==> config.mk <==
export PLATFORM = sky130hd
export DESIGN_NAME = obe_accum
export DESIGN_NICKNAME = d
export VERILOG_FILES = /design/src/rtl/core/obe_pkg.sv /design/src/rtl/core/obe_accum.sv
export SDC_FILE = /design/constraint.sdc
export NUM_CORES = 1
export LEC_CHECK = 0
export BUFFER_PORTS_ARGS = -buffer_cell sky130_fd_sc_hd__buf_2
export CORE_UTILIZATION = 58
export DETAILED_ROUTE_END_ITERATION = 8
export PLACE_DENSITY_LB_ADDON = 0.3
export RECOVER_POWER = 50
export SYNTH_ARGS = -nofsm -noshare
export SYNTH_HDL_FRONTEND = slang
export SYNTH_SLANG_ARGS = --single-unit
export TNS_END_PERCENT = 20
==> constraint.sdc <==
create_clock -name clock -period 4.66 [get_ports clock]
set_input_delay 0.699 -clock clock [delete_from_list [all_inputs] [get_ports clock]]
set_output_delay 0.699 -clock clock [all_outputs]
set_load 0.05 [all_outputs]
==> src/rtl/core/obe_pkg.sv <==
// Shared constants and types for the octave band energy core.
package obe_pkg;

   // Number of octave bands reported per frame.
   localparam int OCTAVE_COUNT = 9;
   // Number of FFT bins in one frame.
   localparam int FRAME_BINS = 2048;

   // Width of the bin position counter.
   localparam int BIN_WIDTH = 16;
   // Width of the octave index.
   localparam int OCTAVE_WIDTH = 4;
   // Width of the signed bin components.
   localparam int SAMPLE_WIDTH = 32;
   // Width of a bin power and of the band energy.
   localparam int ENERGY_WIDTH = 64;

   // Band bookkeeping that travels with each bin through the pipeline.
   typedef struct packed {
      logic                    band_first;
      logic                    band_end;
      logic [OCTAVE_WIDTH-1:0] octave;
      logic                    last;
   } obe_tag_type;

endpackage

==> src/rtl/core/obe_accum.sv <==
// Saturating band accumulator and result register.
module obe_accum
   import obe_pkg::*;
(
   input  logic                    clock,
   input  logic                    reset,
   input  logic                    c_valid,
   output logic                    c_ready,
   input  logic [ENERGY_WIDTH-1:0] c_power,
   input  obe_tag_type             c_tag,
   output logic                    rsp_valid,
   input  logic                    rsp_ready,
   output logic [OCTAVE_WIDTH-1:0] rsp_octave,
   output logic [ENERGY_WIDTH-1:0] rsp_energy,
   output logic                    rsp_last_octave
);

   logic [ENERGY_WIDTH-1:0] acc_ff, acc_in;
   logic                    rsp_valid_ff, rsp_valid_in;
   logic [OCTAVE_WIDTH-1:0] rsp_octave_ff;
   logic [ENERGY_WIDTH-1:0] rsp_energy_ff;
   logic                    rsp_last_ff;
   logic [ENERGY_WIDTH:0]   sum;
   logic                    out_free;
   logic                    take;

   // Only a band's final bin needs room in the result register.
   assign out_free = !rsp_valid_ff || rsp_ready;
   assign c_ready  = !c_valid || !c_tag.band_end || out_free;
   assign take     = c_valid && c_ready;

   // The first bin of a band starts a fresh sum; otherwise add and clamp.
   always_comb begin
      sum = {1'b0, acc_ff} + {1'b0, c_power};
      if (c_tag.band_first) begin
         acc_in = c_power;
      end else if (sum[ENERGY_WIDTH]) begin
         acc_in = '1;
      end else begin
         acc_in = sum[ENERGY_WIDTH-1:0];
      end

      rsp_valid_in = rsp_valid_ff;
      if (take && c_tag.band_end) begin
         rsp_valid_in = 1'b1;
      end else if (rsp_ready) begin
         rsp_valid_in = 1'b0;
      end
   end

   // Control state.
   always_ff @(posedge clock) begin
      if (reset) begin
         rsp_valid_ff <= 1'b0;
         acc_ff       <= '0;
      end else begin
         rsp_valid_ff <= rsp_valid_in;
         if (take) begin
            acc_ff <= acc_in;
         end
      end
   end

   // Result payload.
   always_ff @(posedge clock) begin
      if (take && c_tag.band_end) begin
         rsp_octave_ff <= c_tag.octave;
         rsp_energy_ff <= acc_in;
         rsp_last_ff   <= c_tag.last;
      end
   end

   assign rsp_valid       = rsp_valid_ff;
   assign rsp_octave      = rsp_octave_ff;
   assign rsp_energy      = rsp_energy_ff;
   assign rsp_last_octave = rsp_last_ff;

endmodule

==> metrics.md <==
| Metric | Value |
|---|---|
| Clk pin slew, worst setup/hold paths | `0.06 ns` |
| Min-Delay Path Class | `in -> reg` |
| Violations in the final reports | `max-capacitance violations, max-slew violations` |
| Die Area | `15910 µm²` |
| # Max-Cap Violations | `3` |
| Worst EP required | `4.84 ns` |
| Ratio of total power to cell area | `410.4 nW/µm²` |
| Cell Area, Synth | `8937 µm²` |
| Final period utilization | `87.98%` |
| Fmax | `243.9 MHz` |
| Kind of critical path | `in -> reg` |
| Post-Syn Area per Cell | `8.585 µm²` |
| Sequential-to-total area share from yosys stat | `37.74%` |
| Core Footprint | `15150 µm²` |
| Status | `complete, but fails checks` |
| Fillers | `1273` |
| # diodes | `0` |
| Die Ht | `126.1 µm` |
| Largest net degree at the start of global routing | `66` |
| Count of cell types in the netlist | `62` |
| Min Tclk post-route | `4.100 ns` |
| Residual DRC count | `0` |
| Final Max Tran Viols | `137` |
| CTS Hold Bufs | `0` |
| Prevailing post-synth register cell | `edfxtp_1` |
| Most frequent cells in the layout | `nand2_1, a21oi_1, nor2_1` |
| Total track usage | `31.45%` |
| RSZ-0062 raised after global routing | `no` |
| GRT overflow | `0` |
| Vias per cell | `6.311` |
| TNS Setup | `0 ns` |
| Global-route wire length before repair | `39540 µm` |
| Die W | `126.1 µm` |
| Finished Core Util | `68.34%` |
| Hold_sp | `c_tag[3]` |
| Largest fanout on the critical path | `22` |
| Leading area contributor after synthesis | `edfxtp_1` |
| CP peak stage delay | `0.45 ns` |
| Final hold violations | `0` |
| Critical Path Source Type | `input port` |
| Slowest cell on crit path | `o31ai_2` |
| Area share of the largest cell type after synthesis | `23.18%` |
| Initial DRC count | `761` |
| CTS tree | `yes` |
| Final WL | `24860 µm` |
| Final GP Congestion | `0.9556` |
| Worst path bufs/invs | `3` |
| Area grow syn2layout | `15.81%` |
| Largest delay share family, worst path | `compound AO/OA/AOI/OAI gates` |
| #FFs+latches synth | `134` |
| Final setup margin | `0.5601 ns` |
| Setup violators final | `0` |
| Clk sinks | `134` |
| Root Driver | `clkbuf_16` |
| Inserted Clock Buffers | `17` |
| CTS max path bufs | `2` |
| Pre-CTS WS | `0.3574 ns` |
| Placed inst area | `9788 µm²` |
| Share of cells above drive strength 1 | `12.46%` |
| Mapped Cells | `1041` |
| Final nets | `1299` |
| Antenna violations before repair | `0` |
| Arr. time, crit path | `4.28 ns` |
| Syn nets | `1181` |
| Worst Setup SP | `c_power[0]` |
| CP endpoint kind | `flop` |
| Port-buffer cells | `145` |
| Post-CTS Resized | `0` |
| Area contributors post-synth | `edfxtp_1, dfxtp_1, ha_1` |
| Vias in the first global route | `8029` |
| Htree depth | `4` |
| Worst clock skew | `0.01063 ns` |
| Via count | `8583` |
| Design Power | `0.004248 W` |
| Ys Warns | `0` |
| Final instance area | `10350 µm²` |
| Async S/R FF share, synth | `0%` |
| Worst skew pair latency | `0.43 ns` |
| Hpwl dp | `17620 µm` |
| Leakage power | `4.230 nW` |
| Post-synth EDFFs | `69` |
| Worst-path cell chain | `buf_2 > ha_1 > fa_1 > a211oi_1 > o21ai_0 > a221oi_1 > buf_4 > a311oi_2 > o31ai_2 > o41ai_4 > a21o_1 > buf_4 > nor2_1 > a2bb2oi_1 > nor2_1` |
| WL per Instance | `18.28 µm` |
| Pre-antenna DRT Iters | `5` |
| FP Rows | `45` |
| RR Startpoint | `acc_ff[0]` |
| Worst vdd ir | `0.2817 mV` |
| Post-route ant nets | `0` |
| Slew of the pin with the lowest slew margin | `3.297 ns` |
| # IOs | `146` |
| Post-CTS setup buffers | `0` |
| Initial core utilization | `59.01%` |
| Slew HR | `-119.8%` |
## worst paths after layout
kind | to | slack, ns | depth (start not counted)
setup / recovery | acc_ff[20] | 0.56 | 15
hold / removal | rsp_octave[2] | 0.45 | 1
setup reg to reg | acc_ff[20] | 0.64 | 14
hold reg to reg | acc_ff[16] | 0.46 | 2
## through the flow
step / hold slack [ns] / std cells
finish: 0.4496 / 1360
global route: 0.4325 / 1360
CTS: 0.4459 / 1360
detailed placement: 0.4530 / 1328
global placement: 0.4470 / 1328
floorplan: 0.4356 / 1041
## sequential cells by signal, summed over array words and instances, names as in the netlist
signal,flops
rsp_octave,4
rsp_energy,64
rsp_valid,1
acc_ff,64
rsp_last_octave,1
## final cells by class
| type | count | area (µm²) | area share (%) |
|---|---|---|---|
| Clock buffer | 18 | 429.2 | 4.147 |
| Inverter | 21 | 78.83 | 0.7616 |
| Tap cell | 188 | 235.2 | 2.273 |
| Sequential cell | 134 | 3373 | 32.59 |
| Clock inverter | 14 | 221.5 | 2.140 |
| Multi-Input combinational cell | 822 | 5240 | 50.63 |
| Timing Repair Buffer | 163 | 772.0 | 7.459 |
## worst register-to-register path, stage by stage, from the launching register on
cell and delay [ns]:
dfxtp_1 0.31, ha_1 0.21, fa_1 0.43, a211oi_1 0.39, o21ai_0 0.23, a221oi_1 0.28, buf_4 0.18, a311oi_2 0.15
o31ai_2 0.45, o41ai_4 0.19, a21o_1 0.21, buf_4 0.24, nor2_1 0.22, a2bb2oi_1 0.22, nor2_1 0.07
## report_power, final
| group | internal (W) | leakage [nW] | total [W] | switching (W) |
|---|---|---|---|---|
| Sequential | 0.00137 | 1.17 | 0.00142 | 0.0000464 |
| Clock | 0.000958 | 0.315 | 0.00151 | 0.000551 |
| Combinational | 0.000454 | 2.74 | 0.00132 | 0.000865 |
| Total | 0.00279 | 4.23 | 0.00425 | 0.00146 |
## routing by layer
layer  up-vias  wire length [µm]  GRT usage [%]
met5         -                 0              0
met4         0               633          11.91
met3        54              1799          6.202
met2       402             11450          51.15
met1      4015             10970          41.39
li1       4112                 -              -
## cell families (layout without fill, tap and decap cells)
group	Yosys count	count (layout)	share of synthesized area (%)
AND/OR/NAND/NOR	342	342	17.07
flip-flops	134	134	37.74
multiplexers	3	3	0.3500
adder cells (fa/ha/maj)	65	65	9.184
buffers and inverters	85	216	3.822
AO/OA/AOI/OAI	359	359	26.64
XOR/XNOR	53	53	5.194
## cells in the mapped netlist (3+ instances only)
library cell,instances
clkbuf_1,45
a2111oi_0,3
nand2b_1,4
nor4_1,11
o41ai_1,11
a21boi_0,4
nand2_1,141
nand3_1,22
xor2_1,14
and2_1,4
nand4_1,23
o221ai_1,4
ha_1,64
a2bb2oi_1,29
a31oi_1,19
or3_1,13
o21a_1,3
o211ai_1,6
xnor2_1,39
o21bai_1,14
and3_1,15
edfxtp_1,69
nor2_1,92
dfxtp_1,65
inv_1,21
o21ai_0,44
buf_2,14
a21o_1,28
o22a_1,12
a21oi_1,140
a211oi_1,13
a31o_2,4
nor2b_1,3
nor3_1,9
buf_1,3
(Power assumes the default switching activity.)
