**src/rtl/core/obe_pkg.sv**
```systemverilog
// Shared constants and types for the octave band energy core.
package obe_pkg;

   // Number of octave bands reported per frame.
   localparam int OCTAVE_COUNT = 9;
   // Number of FFT bins in one frame.
   localparam int FRAME_BINS = 2048;

   // Width of the bin position counter.
   localparam int BIN_WIDTH = 16;
   // Width of the octave index.
   localparam int OCTAVE_WIDTH = 4;
   // Width of the signed bin components.
   localparam int SAMPLE_WIDTH = 32;
   // Width of a bin power and of the band energy.
   localparam int ENERGY_WIDTH = 64;

   // Band bookkeeping that travels with each bin through the pipeline.
   typedef struct packed {
      logic                    band_first;
      logic                    band_end;
      logic [OCTAVE_WIDTH-1:0] octave;
      logic                    last;
   } obe_tag_type;

endpackage

```
**src/rtl/core/obe_front.sv**
```systemverilog
// Frame tracking and input register: decides which bins enter the band sums.
module obe_front
   import obe_pkg::*;
(
   input  logic                           clock,
   input  logic                           reset,
   input  logic                           req_valid,
   output logic                           req_ready,
   input  logic signed [SAMPLE_WIDTH-1:0] req_re,
   input  logic signed [SAMPLE_WIDTH-1:0] req_im,
   input  logic                           req_frame_start,
   output logic                           a_valid,
   input  logic                           a_ready,
   output logic signed [SAMPLE_WIDTH-1:0] a_re,
   output logic signed [SAMPLE_WIDTH-1:0] a_im,
   output obe_tag_type                    a_tag
);

   logic [BIN_WIDTH-1:0]    bin_count_ff, bin_count_in;
   logic [OCTAVE_WIDTH-1:0] band_index_ff, band_index_in;
   logic                    frame_done_ff, frame_done_in;
   logic                    a_valid_ff, a_valid_in;
   logic signed [SAMPLE_WIDTH-1:0] a_re_ff, a_im_ff;
   obe_tag_type             a_tag_ff, a_tag_in;

   logic [BIN_WIDTH-1:0]    cur_bin;
   logic [OCTAVE_WIDTH-1:0] cur_band;
   logic                    cur_done;
   logic [BIN_WIDTH:0]      bin_plus;
   logic [BIN_WIDTH-1:0]    first_bin;
   logic [BIN_WIDTH-1:0]    end_bin;
   logic [OCTAVE_WIDTH:0]   band_plus;
   logic                    in_band;
   logic                    transfer;

   // The input register is free when empty or when its item moves on.
   assign req_ready = !a_valid_ff || a_ready;
   assign transfer  = req_valid && req_ready;

   // A frame start restarts the frame at bin zero before the bin is counted.
   always_comb begin
      cur_bin   = req_frame_start ? '0 : bin_count_ff;
      cur_band  = req_frame_start ? '0 : band_index_ff;
      cur_done  = req_frame_start ? 1'b0 : frame_done_ff;
      bin_plus  = {1'b0, cur_bin} + (BIN_WIDTH+1)'(1);
      band_plus = {1'b0, cur_band} + (OCTAVE_WIDTH+1)'(1);
      first_bin = BIN_WIDTH'(1) << ((OCTAVE_WIDTH+1)'(cur_band) + (OCTAVE_WIDTH+1)'(1));
      end_bin   = (BIN_WIDTH'(1) << ((OCTAVE_WIDTH+1)'(cur_band) + (OCTAVE_WIDTH+1)'(2)))
                  - BIN_WIDTH'(1);
      in_band   = !cur_done && (cur_bin >= BIN_WIDTH'(2));

      a_tag_in.band_first = (cur_bin == first_bin);
      a_tag_in.band_end   = (cur_bin == end_bin);
      a_tag_in.octave     = cur_band;
      a_tag_in.last       = (cur_band == OCTAVE_WIDTH'(OCTAVE_COUNT - 1));

      bin_count_in  = bin_count_ff;
      band_index_in = band_index_ff;
      frame_done_in = frame_done_ff;
      if (transfer && !cur_done) begin
         bin_count_in  = bin_plus[BIN_WIDTH-1:0];
         band_index_in = cur_band;
         frame_done_in = 1'b0;
         if (in_band && a_tag_in.band_end) begin
            band_index_in = band_plus[OCTAVE_WIDTH-1:0];
            if (band_plus >= (OCTAVE_WIDTH+1)'(OCTAVE_COUNT)) begin
               frame_done_in = 1'b1;
            end
         end
         if (bin_plus >= (BIN_WIDTH+1)'(FRAME_BINS)) begin
            frame_done_in = 1'b1;
         end
      end

      a_valid_in = a_valid_ff;
      if (req_ready) begin
         a_valid_in = transfer && in_band;
      end
   end

   // Control state.
   always_ff @(posedge clock) begin
      if (reset) begin
         bin_count_ff  <= '0;
         band_index_ff <= '0;
         frame_done_ff <= 1'b1;
         a_valid_ff    <= 1'b0;
      end else begin
         bin_count_ff  <= bin_count_in;
         band_index_ff <= band_index_in;
         frame_done_ff <= frame_done_in;
         a_valid_ff    <= a_valid_in;
      end
   end

   // Payload of the input register.
   always_ff @(posedge clock) begin
      if (req_ready) begin
         a_re_ff  <= req_re;
         a_im_ff  <= req_im;
         a_tag_ff <= a_tag_in;
      end
   end

   assign a_valid = a_valid_ff;
   assign a_re    = a_re_ff;
   assign a_im    = a_im_ff;
   assign a_tag   = a_tag_ff;

endmodule

```
**config.mk**
```make
export PLATFORM = sky130hd
export DESIGN_NAME = obe_front
export DESIGN_NICKNAME = d
export VERILOG_FILES = /design/src/rtl/core/obe_pkg.sv /design/src/rtl/core/obe_front.sv
export SDC_FILE = /design/constraint.sdc
export NUM_CORES = 1
export LEC_CHECK = 0
export BUFFER_PORTS_ARGS = -buffer_cell sky130_fd_sc_hd__buf_4
export CAP_MARGIN = 20
export CORE_MARGIN = 1.5
export CORE_UTILIZATION = 53
export DETAILED_ROUTE_END_ITERATION = 7
export PLACE_DENSITY_LB_ADDON = 0.3
export SLEW_MARGIN = 25
export SYNTH_ARGS = -nofsm -noshare
export SYNTH_HDL_FRONTEND = slang
export SYNTH_SLANG_ARGS = --single-unit
export TNS_END_PERCENT = 100
```
**constraint.sdc**
```tcl
create_clock -name clock -period 11.3 [get_ports clock]
set_clock_uncertainty 0.05 [all_clocks]
set_input_delay 2.26 -clock clock [delete_from_list [all_inputs] [get_ports clock]]
set_output_delay 2.26 -clock clock [all_outputs]
set_load 0.005 [all_outputs]
```
==> metrics.yaml <==
outcome: "finished, final reports clean"
post_synth_most_frequent_cells: "71 x sky130_fd_sc_hd__edfxtp_1, 42 x sky130_fd_sc_hd__nor2_1, 30 x sky130_fd_sc_hd__o21ai_0"
synth_warnings: 0
slew_violations: 0
htreeDepth: 3
dieArea_um2: 9940
path_max_fanout: 71
cell_internal_pwr_uw: 505
worst-endpoint-arrival_ns: 6.89
grt_first_pass_wirelength_mm: 20.3
timing_hold_violations_final: 0
power.static_leakage_nw: 2.47
netSwitchingFraction: 0.234
synthesis.area_per_instance_um2: 10.2
row_count: 35
dp.final_hpwl_mm: 9.91
area.growth.synth_to_final_pct: 25.2
clkLatencyLatePin_ns: 0.36
min_to: "frame_done_ff$_SDFFE_PP1P_"
num-nets-final: 679
die_w_um: 99.7
initial_antenna_violation_count: 0
timing.reg2reg.setup_slack_ns: 6.16
avgViaCountPerCell: 6.04
cp.depth: 15
cts_tree: "yes"
seqPwrFrac: 0.590
p_switching_uw: 154
startpoint_type: "input port"
hp-class: "reg -> reg"
io_pins: 142
hold-path-cell-count: 2
via_count: 4323
clock-sinks: 93
post_cts_resize_count: 0
critPathSlowestCell: "sky130_fd_sc_hd__ha_1"
vias_in_the_first_global_route: 3919
grt_setup_unrepaired: "no"
synth_edf_count: 71
max_slew_margin: 0.384
antenna_violating_nets_post_route: 0
setup_viol: 0
rr_startpoint: "band_index_ff[2]$_SDFFE_PP0P_"
ctsLongestPathBuffers: 2
synthTopCellsByArea: "sky130_fd_sc_hd__edfxtp_1 43%, sky130_fd_sc_hd__dfxtp_1 8.9%, sky130_fd_sc_hd__nor2_1 3.2%"
synth.largest_area_cell: "sky130_fd_sc_hd__edfxtp_1"
placeableCoreArea_um2: 9150
max_stage_delay_ns: 0.59
hold_path.startpoint: "frame_done_ff$_SDFFE_PP1P_"
initialDrtViolationCount: 297
layout_min_cycle_time_ns: 6.70
clock_power_share: 0.316
timing.critical_path.cells: "buf_4 -> nand2b_1 -> inv_1 -> ha_1 -> a21bo_1 -> mux2_1 -> nand2b_1 -> ha_1 -> xnor2_1 -> o21ai_0 -> or4b_1 -> nor4_1 -> o2111a_1 -> and3_1 -> mux2_1"
grt_start_max_net_pins: 72
drt_pass1_iterations: 5
ys_ff_latch: 93
synth_top_area_share: 0.430
ys_dominant_reg_cell: "sky130_fd_sc_hd__edfxtp_1"
synthesis.instances: 486
total_power_uw: 659
wirelength_mm: 13.4
peakVddDrop_uv: 54.8
cts_made_buffers: 9
critical_path_required_ns: 11.49
setup.worst_path.end_class: "register"
synthesis.area_um2: 4960
route.detailed.wl_per_inst_um: 18.7
yosysUniqueCellTypes: 67
path_buf_inv: 2
drc: 0
cellPowerDensity_nw_per_um2: 106
dieHeight_um: 99.7
ys_seq_area_frac: 0.519
antenna_cells: 0
final_min_period_over_clock_period: 0.593
post_cts_buffers: 0
max_cap_viol_count: 0
worst-setup-path-type: "in -> reg"
fin_tns_setup_ns: 0
critical_path.reg2reg.endpoint: "band_index_ff[2]$_SDFFE_PP0P_"
reg2reg_depth: 14
ctsRootBufferMaster: "sky130_fd_sc_hd__clkbuf_8"
delay_heaviest_family_cp: "simple AND/OR/NAND/NOR gates"
grt_overflow: 0
final_layout_size_suffix_gt1_frac: 0.274
cts.reportedPaths.clkPinSlew_ns: 0.09
combPwrFrac: 0.094
max_freq_ghz: 0.149
timing_worst_slew_pin_value_ns: 0.917
effective_utilization_at_floorplan: 0.542
synth_most_common_cell: "sky130_fd_sc_hd__edfxtp_1"
cts.hold.buffers_added: 0
global_route.usage.total: 0.265
syn_nets: 565
numPortBuffers: 141
async_flop_share: 0
routabilityCongestion: 0.901
## layout make-up
type                            instances  area [um^2]
Fill cell                             707         2950
Clock inverter                          7         66.3
Multi-Input combinational cell        337         2170
Sequential cell                        93         2570
Timing Repair Buffer                  144         1080
Tap cell                              111          139
Clock buffer                            9          124
Inverter                               15         56.3
## through the flow
stage	cells	instance area [um^2]	hold WS (ns)	util	worst slack [ns]
2_1_floorplan	486	4960	0.426	-	4.28
3_3_place_gp	700	6010	0.438	0.657	4.49
3_5_place_dp	700	6010	0.460	0.657	4.33
4_1_cts	716	6200	0.481	0.678	4.71
5_1_grt	716	6200	0.535	0.678	4.33
6_report	716	6200	0.476	0.678	4.60
## power by group through the flow
stage          clock network [mW]  registers [mW]  logic, mW
5_1_grt                     0.231           0.391     0.0665
6_report                    0.208           0.389     0.0620
4_1_cts                     0.217           0.389     0.0623
3_3_place_gp                    0           0.396     0.0605
2_1_floorplan                   0           0.397     0.0163
3_5_place_dp                    0           0.397     0.0623
## sequential cells by signal (all words and copies together) (netlist names)
register,count
a_re,32
a_im,32
bin_count_ff,16
frame_done_ff,1
a_valid,1
a_tag,7
band_index_ff,4
## how the worst max path moves through the flow
stage,endpoint,from
5_1_grt,band_index_ff[2]$_SDFFE_PP0P_,req_frame_start
3_5_place_dp,band_index_ff[2]$_SDFFE_PP0P_,req_frame_start
6_report,band_index_ff[2]$_SDFFE_PP0P_,req_frame_start
4_1_cts,band_index_ff[2]$_SDFFE_PP0P_,req_frame_start
2_1_floorplan,band_index_ff[0]$_SDFFE_PP0P_,req_frame_start
3_3_place_gp,band_index_ff[0]$_SDFFE_PP0P_,req_frame_start
## per-layer routing
| metal | wire [um] | track usage | up-vias |
|---|---|---|---|
| li1 | - | - | 2036 |
| met1 | 4910 | 0.318 | 2015 |
| met2 | 6760 | 0.451 | 239 |
| met3 | 1230 | 0.0618 | 33 |
| met4 | 453 | 0.122 | 0 |
| met5 | 0 | 0 | - |
## tightest hold or removal path: cells and delay by family, from the launching register on
kind / cells / cell delay, ns
DFF: 1 / 0.33
AOI/OAI and AO/OA: 1 / 0.11
and+or+nand+nor: 1 / 0.05
## kinds of logic (layout without fill, tap and decap cells)
| kind of cell | after synthesis | in the layout | synth area share |
|---|---|---|---|
| AND/OR/NAND/NOR | 173 | 173 | 0.186 |
| AO/OA/AOI/OAI | 126 | 126 | 0.170 |
| flip-flops | 93 | 93 | 0.519 |
| buffers and inverters | 56 | 175 | 0.0457 |
| XOR/XNOR | 16 | 16 | 0.0283 |
| multiplexers | 12 | 12 | 0.0255 |
| adder cells (fa/ha/maj) | 10 | 10 | 0.0252 |
## placed cells by master (no fill, tap or decap), types with 14 or more instances in the layout
| cell type | netlist | routed |
|---|---|---|
| sky130_fd_sc_hd__inv_1 | 14 | 14 |
| sky130_fd_sc_hd__dfxtp_1 | 22 | 22 |
| sky130_fd_sc_hd__a21oi_1 | 24 | 24 |
| sky130_fd_sc_hd__nand2_1 | 26 | 26 |
| sky130_fd_sc_hd__edfxtp_1 | 71 | 71 |
| sky130_fd_sc_hd__nand3_1 | 19 | 19 |
| sky130_fd_sc_hd__o21ai_0 | 30 | 30 |
| sky130_fd_sc_hd__nor3_1 | 14 | 14 |
| sky130_fd_sc_hd__nor2_1 | 42 | 42 |
| sky130_fd_sc_hd__nor2b_1 | 15 | 15 |
| sky130_fd_sc_hd__nand2b_1 | 19 | 18 |
| sky130_fd_sc_hd__buf_4 | 2 | 144 |
No activity file was read; power rests on OpenSTA's default activity.
